<file path="src/rtl/core/lpmt_pkg.sv">
// Shared types and constants for the longest prefix match table.
// No dependencies; imported by every module of the block.
package lpmt_pkg;
   localparam int unsigned V4_BITS = 32;
   localparam int unsigned V6_BITS = 128;

   typedef enum logic [1:0] {
      OP_INSERT = 2'd0,
      OP_LOOKUP = 2'd1,
      OP_REMOVE = 2'd2,
      OP_CLEAR  = 2'd3
   } op_type;

   typedef enum logic [1:0] {
      ST_OK      = 2'd0,
      ST_INVALID = 2'd1,
      ST_FULL    = 2'd2
   } status_type;

   typedef enum logic [1:0] {
      BK_IDLE,
      BK_SCAN,
      BK_FINISH
   } back_state_type;

   // Classified command handed from the front to the back.
   typedef struct packed {
      op_type      op;
      logic        is_v6;
      logic [63:0] prefix_high;
      logic [63:0] prefix_low;
      logic [7:0]  prefix_len;
      logic        reject;
   } cmd_type;

   function automatic logic [63:0] mask_high(input logic [7:0] len);
      logic [63:0] m;
      if (len == 8'd0) m = '0;
      else if (len >= 8'd64) m = '1;
      else m = ~(64'hFFFF_FFFF_FFFF_FFFF >> len[5:0]);
      return m;
   endfunction

   function automatic logic [63:0] mask_low(input logic [7:0] len);
      logic [63:0] m;
      logic [7:0]  r;
      r = len - 8'd64;
      if (len <= 8'd64) m = '0;
      else if (len >= 8'd128) m = '1;
      else m = ~(64'hFFFF_FFFF_FFFF_FFFF >> r[5:0]);
      return m;
   endfunction
endpackage

</file>
<file path="src/rtl/core/lpmt_front.sv">
// Front end: accepts an item, masks the address and checks insert arguments.
// Depends on lpmt_pkg.
module lpmt_front #(
   parameter int PEER_BITS = 8
) (
   input  logic                  clock,
   input  logic                  reset,
   input  logic                  req_valid,
   input  logic [1:0]            req_op,
   input  logic                  req_is_v6,
   input  logic [63:0]           req_address_high,
   input  logic [63:0]           req_address_low,
   input  logic [7:0]            req_prefix_len,
   input  logic [7:0]            req_peer_id,
   output logic                  q_valid,
   output lpmt_pkg::cmd_type     q_cmd,
   output logic [PEER_BITS-1:0]  q_peer,
   input  logic                  q_pop
);
   import lpmt_pkg::*;

   logic                 full_ff, full_in;
   cmd_type              cmd_ff, cmd_in;
   logic [PEER_BITS-1:0] peer_ff, peer_in;

   always_comb begin
      logic [63:0] ah, al;
      logic [7:0]  len;
      ah = req_is_v6 ? req_address_high : {req_address_high[63:32], 32'd0};
      al = req_is_v6 ? req_address_low : 64'd0;
      len = req_prefix_len;
      peer_in = req_peer_id[PEER_BITS-1:0];
      cmd_in.op = op_type'(req_op);
      cmd_in.is_v6 = req_is_v6;
      cmd_in.prefix_len = len;
      cmd_in.reject = 1'b0;
      if (op_type'(req_op) == OP_INSERT) begin
         cmd_in.prefix_high = ah & mask_high(len);
         cmd_in.prefix_low = al & mask_low(len);
         cmd_in.reject = (len > (req_is_v6 ? 8'(V6_BITS) : 8'(V4_BITS)))
                         || (peer_in == '0);
      end else begin
         cmd_in.prefix_high = ah;
         cmd_in.prefix_low = al;
      end
      full_in = full_ff;
      if (q_pop) full_in = 1'b0;
      if (req_valid) full_in = 1'b1;
   end

   always_ff @(posedge clock) begin
      if (reset) full_ff <= 1'b0;
      else full_ff <= full_in;
      if (req_valid) begin
         cmd_ff <= cmd_in;
         peer_ff <= peer_in;
      end
   end

   assign q_valid = full_ff;
   assign q_cmd = cmd_ff;
   assign q_peer = peer_ff;

   a_no_overrun: assert property (@(posedge clock) disable iff (reset)
      req_valid |-> !full_ff || q_pop) else $error("front queue overrun");
endmodule

</file>
<file path="config.mk">
export PLATFORM = sky130hd
export DESIGN_NAME = lpmt_front
export DESIGN_NICKNAME = d
export VERILOG_FILES = /design/src/rtl/core/lpmt_pkg.sv /design/src/rtl/core/lpmt_front.sv
export SDC_FILE = /design/constraint.sdc
export NUM_CORES = 1
export LEC_CHECK = 0
export BUFFER_PORTS_ARGS = -buffer_cell sky130_fd_sc_hd__buf_2
export CORE_UTILIZATION = 45
export DETAILED_ROUTE_END_ITERATION = 12
export PLACE_DENSITY = 0.77
export SLEW_MARGIN = 40
export SYNTH_ARGS = -nofsm -noshare
export SYNTH_HDL_FRONTEND = slang
export SYNTH_SLANG_ARGS = --single-unit
export TNS_END_PERCENT = 50
</file>
<file path="constraint.sdc">
create_clock -name clock -period 4.8 [get_ports clock]
set_input_delay 0.48 -clock clock [delete_from_list [all_inputs] [get_ports clock]]
set_output_delay 0.48 -clock clock [all_outputs]
set_load 0.005 [all_outputs]
</file>
=== Word-level counts from Yosys, hierarchy flattened ===
Cells that the tools add are included.

* Word-level logic and storage cells: 36
* Bits in registers: 149
* Output and inout bits: 149

* Mux-type cells: 12
* Bitwise operators: 4
* $lt $le $gt $ge: 4
* Shift-type cells: 2
* Reductions and logical operators: 5
* Add/sub/neg operators: 1

{| class="wikitable"
|+ Operators by type and width
! kind !! number
|-
| two-way mux 64 bit || 7
|-
| AND 64 bit || 2
|-
| two-way mux 128 bit || 1
|-
| inverter 64 bit || 2
|-
| >> shifter 64 x 6 -> 64 bit (first input constant) || 2
|-
| two-way mux 32 bit || 1
|-
| logical NOT 8 bit || 2
|-
| >= comparator 8 x 7 -> 1 bit (second input constant) || 1
|-
| >= comparator 8 bit (second input constant) || 1
|-
| > comparator 8 bit || 1
|-
| <= comparator 8 x 7 -> 1 bit (second input constant) || 1
|-
| two-way mux 8 bit || 1
|-
| subtractor 6 x 1 -> 6 bit (second input constant) || 1
|-
| logical NOT 2 bit || 1
|-
| two-way mux 1 bit || 2
|-
| nonzero test 2 bit || 1
|-
| logical OR 1 bit || 1
|}

=== Longest topological paths before layout ===
Gate-level depths: netlist of run 1.

* Word-level depth: 8
* Gate-level depth with buffers: 8
* Gate-level depth less buffers: 6

=== Worst setup path before layout of run 1 ===
No wires, ideal clock.

* Kind: input-to-reg
* Start: in req_prefix_len[2]
* End: reg cmd_ff, in the netlist q_cmd[66] (data pin)
* Buffers on the path: 2
* Cell stages on the path: 6
* Data arrival time: 1750 ps
* Slack: 2795 ps
* Cell sequence: or2_1 -> buf_6 -> or2_1 -> o41a_4 -> buf_6 -> and3_1

{| class="wikitable"
|+ RTL lines
! what !! RTL line !! text
|-
| from (decl) || lpmt_front.sv:13 || <nowiki>input logic [7:0] req_prefix_len,</nowiki>
|-
| to (signal assigned) || lpmt_front.sv:55 || <nowiki>cmd_ff <= cmd_in;</nowiki>
|-
| to (decl) || lpmt_front.sv:23 || <nowiki>cmd_type cmd_ff, cmd_in;</nowiki>
|}

==> impl_metrics.csv, run 1 <==
group,metric,value,unit
status,status,"finished clean",
final_layout,multiInputGateArea,1860,µm²
yosys,synth-simple-area-share,0.160,
critical_path,worstReg2RegStart,"q_valid",
yosys,synth_top_area_cell,"edfxtp_1",
clock_network,cts.clk_slew.worst_paths,0.06,ns
flow_run,max-cap-violations,0,
yosys,yosysWarnings,0,
placed_design,portBuffers,299,
yosys,synthAdderAreaFrac,0.00386,
final_layout,final_nets,965,
placed_design,routabilityCongestion,0.818,
critical_path,crit_fanout,40,
floorplan,rows,43,
sta,period_minus_slack,2.12,ns
floorplan,ioPinCount,300,
sta,report.final.slew_viol_count,0,
yosys,synth_seq_cells,149,
critical_path,startpoint_type,"primary input",
detailed_routing,wl_per_cell,19.9,µm
floorplan,die_area,14900,µm²
floorplan,die_height,122,µm
sta,rsz0062_at_grt,"false",
min_path,hp-class,"in2reg",
floorplan,start_util,0.463,
yosys,synth_area_leaders,"edfxtp_1 69%, and3_1 5.3%, nand2_1 5.0%",
clock_network,post_cts_buffers,0,
detailed_routing,vias_per_cell,5.44,
critical_path,crit_start,"req_prefix_len[3]",
yosys,synth.top_cell.area_share,0.686,
yosys,synth_edf_count,148,
power,power_density,375,nW/µm²
critical_path,slowest_delay,0.55,ns
sta,max_freq,473,MHz
clock_network,clock_latency,0.41,ns
clock_network,cts.htree.levels,4,
sta,setup_violations,0,
critical_path,cpMostUsedCell,"or2_1",
placed_design,dpl.cell_count,972,
power,cellLeakagePower,3.78,nW
power,irDropWorstVdd,0.000219,V
grt,grt_pass1_vias,5361,
yosys,synthArstFlopShare,0,
floorplan,die_w,122,µm
yosys,yosysUniqueCellTypes,40,
clock_network,cts.repair.resized,0,
final_layout,stdcell_count,1008,
critical_path,critPathKind,"in2reg",
yosys,ys.flop_type,"edfxtp_1",
yosys,seq_area_frac_synth,0.689,
floorplan,core-area,14000,µm²
clock_network,cts_inserted_buffers,17,
detailed_routing,ant_nets,0,
final_layout,area_growth,34.8,%
grt,grt-ovfl-total,0,
yosys,synth.most_common_cell,"edfxtp_1",
yosys,syn_area,6480,µm²
final_layout,drive_gt1_frac,0.417,
yosys,synth_cells,523,
grt,antenna_found_initial,2,
clock_network,cts_buffer_depth,2,
detailed_routing,drtPass1Iterations,5,
detailed_routing,dr.first_iter.drc_count,706,
final_layout,seq_area,4460,µm²
yosys,syn-num-nets,676,
grt,grtUsageTotal,0.272,
sta,clock_skew,0,ns
sta,hold_slack,0.212,ns
yosys,synth_common_cells,"148 x edfxtp_1, 86 x nand2_1, 55 x and3_1, 51 x o21ai_0, 32 x a21oi_1",
grt,grt_max_degree,118,
detailed_routing,wirelength,20.1,mm
critical_path,slowest_stage,"o41a_4",
grt,grt_pass1_wl,29.3,mm
detailed_routing,vias,5485,
detailed_routing,drc,0,
yosys,synth_top_family_by_area,"simple AND/OR/NAND/NOR gates",
critical_path,crit_required,4.97,ns
critical_path,critPathCaptureType,"flop",
sta,finalHoldViolations,0,
clock_network,clock-root-buffer,"clkbuf_16",
sta,tns,0,ns
yosys,synth_xor_area_frac,0,
clock_network,cts_hold_buffers,0,
critical_path,crit_chain,"buf_2 > or2_1 > or2_1 > o41a_4 > and3b_1",
placed_design,place_hpwl,14.3,mm
clock_network,cts_sinks,149,
final_layout,fillers,1199,
yosys,synth_area_per_cell,12.4,µm²
sta,post-route-period-util,0.441,
yosys,synthMuxAreaShare,0,
yosys,synth_compound_area_frac,0.118,
clock_network,cts_tree,"yes",
sta,tightest_slew,0.738,ns
min_path,holdCritStartpoint,"reset",
power,p_total,3.27,mW
critical_path,crit_arrival,2.28,ns
sta,slew_headroom,0.502,
[placed cells by master (no fill, tap or decap), drive strengths merged, types with 4 or more instances in the layout]
master	synthesis	routed
nor4	5	5
clkinv	0	7
nor2	19	19
o21ai	51	51
nand3	7	7
inv	5	7
clkbuf	25	19
buf	10	305
a31oi	9	9
nor3	4	4
and3	55	55
o211a	4	4
a21boi	21	21
and2	11	11
edfxtp	148	148
o21a	5	5
or2	5	5
a21oi	32	32
nand2	86	86
[power breakdown]
group	switching (mW)	total (mW)	internal, mW
registers	0.0276	1.58	1.55
logic	0.209	0.368	0.159
clock network	0.514	1.33	0.815
[through the flow]
step           area, µm²  utilization  worst slack [ns]
6_report            8730        0.624              2.68
5_1_grt             8730        0.624              2.62
4_1_cts             8680        0.620              2.74
3_5_place_dp        8090        0.579              2.29
3_3_place_gp        8090        0.578              2.36
2_1_floorplan       6480            -              2.79
[worst paths after layout]
path | endpoint | slack (ns) | cells past startpoint
worst max register to register | q_valid | 4.23 | 2
worst min-delay path | q_valid | 0.21 | 2
worst max-delay path | q_cmd[35] | 2.68 | 5
worst min register to register | q_valid | 0.48 | 2
[worst max-delay path: cells and delay by family]
kind                   cells  cell delay, ns
AO/OA/AOI/OAI              1            0.55
AND/OR/NAND/NOR            3            0.97
buffers and inverters      1            0.25
[cell families after synthesis]
group | count (synthesis)
fa+ha+maj | 2
buf+inv | 40
compound gates | 127
flops | 149
simple gates | 205
[flip-flops by register name, indices dropped and copies added (netlist names)]
name and flops:
q_peer 8, q_cmd 140, q_valid 1
[per-layer routing]
metal	up-vias	GRT usage	share of wire
li1	2522	-	-
met1	2619	0.329	0.38
met2	311	0.463	0.51
met3	33	0.0712	0.089
met4	0	0.106	0.021
met5	-	0	0
[area by class of cell]
class | instances | share of cell area
inverter | 5 | 0.00215
clock buffer | 19 | 0.0496
multi-input combinational | 334 | 0.213
antenna | 3 | 0.000860
tap | 180 | 0.0258
clock inverter | 13 | 0.0176
sequential | 149 | 0.511
timing repair buffer | 305 | 0.180
Note: power is estimated with default switching activity, not from simulation.
==> run 2, diff against run 1 <==
--- a/config.mk
+++ b/config.mk
@@ -5,6 +5,7 @@
 export SDC_FILE = /design/constraint.sdc
 export NUM_CORES = 1
 export LEC_CHECK = 0
+export ABC_AREA = 1
 export BUFFER_PORTS_ARGS = -buffer_cell sky130_fd_sc_hd__buf_2
 export CORE_UTILIZATION = 45
 export DETAILED_ROUTE_END_ITERATION = 12
==> constraint.sdc (replaced) <==
create_clock -name clock -period 2.2 [get_ports clock]
set_input_delay 0.22 -clock clock [delete_from_list [all_inputs] [get_ports clock]]
set_output_delay 0.22 -clock clock [all_outputs]
set_load 0.005 [all_outputs]
==> impl_metrics.csv, run 2 <==
group,metric,value,unit
clock_network,cts_sinks,149,
power,irDropWorstVdd,0.000433,V
final_layout,final_cell_mix,"298 x buf_2, 156 x nand2_1, 148 x edfxtp_1",
critical_path,slowest_delay,0.46,ns
final_layout,layout_commonest_cell,"buf_2",
critical_path,crit_chain,"buf_2 > nand2_1 > nand2_1 > a21oi_1 > nand3_1 > nand2_1 > a21oi_1",
critical_path,crit_fanout,16,
sta,period_minus_slack,1.49,ns
critical_path,critPathKind,"in2reg",
yosys,yosysWarnings,0,
power,power_density,796,nW/µm²
critical_path,crit_required,2.38,ns
yosys,yosysUniqueCellTypes,33,
final_layout,largest_reg_flops,140,
final_layout,final_core_util,0.640,
grt,gr-usage-met2,0.488,
grt,grt_pass1_wl,31.2,mm
grt,antenna_found_initial,0,
power,power_frac_clock,0.398,
detailed_routing,drc,0,
critical_path,crit_arrival,1.66,ns
sta,finalHoldViolations,0,
floorplan,ioPinCount,300,
final_layout,diodes,0,
clock_network,cts.htree.levels,4,
grt,grt-ovfl-total,0,
final_layout,final_nets,1075,
floorplan,start_util,0.467,
power,p_sw,1.66,mW
yosys,synth.top_cell.area_share,0.676,
detailed_routing,wl_per_cell,19.3,µm
clock_network,cts_buffer_depth,2,
power,cellLeakagePower,4.22,nW
critical_path,cpMostUsedCell,"nand2_1",
yosys,seq_area_frac_synth,0.679,
final_layout,drive_gt1_frac,0.385,
clock_network,cts_tree,"yes",
floorplan,die_height,123,µm
critical_path,critPathTopFamily,"simple AND/OR/NAND/NOR gates",
grt,grt_pass1_vias,5678,
status,status,"finished clean",
sta,rsz0062_at_grt,"false",
floorplan,die_w,123,µm
sta,tns,0,ns
yosys,synth_area_leaders,"edfxtp_1 68%, nand2_1 8.9%, nor2_1 4.3%",
grt,grtUsageTotal,0.289,
power,p_seq_frac,0.479,
flow_run,max-cap-violations,0,
sta,tightest_slew,0.556,ns
clock_network,clock_latency,0.43,ns
clock_network,post_cts_buffers,0,
clock_network,cts_hold_buffers,9,
yosys,syn_area,6580,µm²
final_layout,stdcell_count,1115,
floorplan,core-area,14100,µm²
sta,slew_headroom,0.626,
power,switching_share,0.231,
placed_design,place_hpwl,16.2,mm
critical_path,startpoint_type,"primary input",
min_path,hp-class,"in2reg",
yosys,synthArstFlopShare,0,
clock_network,clock-root-buffer,"clkbuf_16",
placed_design,portBuffers,299,
critical_path,worst-path-buf-inv,1,
power,p_int,5.52,mW
critical_path,slowest_stage,"a21oi_1",
detailed_routing,vias_per_cell,5.18,
yosys,synth_cells,600,
placed_design,dpl.cell_count,1074,
yosys,syn-num-nets,753,
detailed_routing,dr.first_iter.drc_count,411,
grt,busiest_layer,"met2",
yosys,synth_seq_cells,149,
sta,clock_skew,0,ns
placed_design,routabilityCongestion,0.908,
grt,grtUsageMet1,0.361,
grt,use_met3,0.0549,
yosys,ys.flop_type,"edfxtp_1",
power,p_comb_frac,0.123,
clock_network,cts_inserted_buffers,17,
final_layout,area_growth,37.2,%
sta,max_freq,673,MHz
clock_network,cts.repair.resized,0,
yosys,synth_common_cells,"156 x nand2_1, 148 x edfxtp_1, 76 x nor2_1, 44 x inv_1, 36 x o21ai_0",
detailed_routing,ant_nets,0,
yosys,synth_top_area_cell,"edfxtp_1",
floorplan,rows,43,
detailed_routing,drtPass1Iterations,5,
sta,setup_violations,0,
detailed_routing,vias,5781,
yosys,synth_area_per_cell,11.0,µm²
critical_path,critPathCaptureType,"flop",
yosys,synth_edf_count,148,
grt,grt_max_degree,46,
clock_network,cts.clk_slew.worst_paths,0.06,ns
yosys,synth.most_common_cell,"nand2_1",
sta,report.final.slew_viol_count,0,
sta,post-route-period-util,0.675,
floorplan,die_area,15100,µm²
detailed_routing,wirelength,21.5,mm
==> run 2: changes by cell type after synthesis, sizes merged, moves of 5 or more <==
cell,change
nand2,+74
nor2,+64
and3,-54
inv,+43
clkbuf,-13
o21ai,-13
and2,-11
a21boi,-7
nand3,+6
o21a,+6
a31oi,-5
o211a,+5
or2,-5
==> run 2: kinds of logic after synthesis <==
group | synth area share
buffers and inverters | 0.0470
flip-flops | 0.679
adder cells (fa/ha/maj) | 0.00380
AO/OA/AOI/OAI | 0.106
AND/OR/NAND/NOR | 0.164
==> run 2: final cells by class <==
class                           instances  area [µm²]
Fill cell                            1187        5070
Clock inverter                         11         134
Tap cell                              180         225
Clock buffer                           21         440
Multi-Input combinational cell        379        1800
Timing Repair Buffer                  327        1770
Inverter                               48         180
Sequential cell                       149        4460
==> run 2: routing by layer <==
metal	vias up	wire length [µm]
met3	37	1750
li1	2708	-
met5	-	0
met1	2715	8510
met2	321	10700
met4	0	537
==> run 2: final timing paths <==
kind / start / to / slack (ns) / cells after the start
hold reg to reg: q_valid / q_valid / 0.50 / 2
hold / removal: req_op[1] / q_cmd[139] / 0.02 / 1
setup reg to reg: q_valid / q_valid / 1.60 / 2
setup / recovery: req_prefix_len[3] / q_cmd[62] / 0.71 / 7
==> run 2: metrics by stage <==
step	area [µm²]	power [mW]	hold WS (ns)	setup slack, ns
6_report	9020	7.18	0.0179	0.715
2_1_floorplan	6580	3.80	0.292	0.476
4_1_cts	9020	7.21	0.00588	0.761
5_1_grt	9020	7.44	0.00759	0.632
3_5_place_dp	8360	4.37	0.386	0.311
3_3_place_gp	8360	4.35	0.376	0.303
==> run 2: power groups by stage <==
stage / Clock (mW) / Combinational [mW] / Sequential [mW]
5_1_grt: 3.01 / 0.970 / 3.46
3_5_place_dp: 0 / 0.866 / 3.50
3_3_place_gp: 0 / 0.859 / 3.49
2_1_floorplan: 0 / 0.273 / 3.53
6_report: 2.86 / 0.881 / 3.44
4_1_cts: 2.89 / 0.881 / 3.44
==> run 2: worst register-to-register path, cell delays in order (launching register included) <==
cell	delay, ns
dfxtp_1	0.31
a21oi_1	0.14
nor2_1	0.05
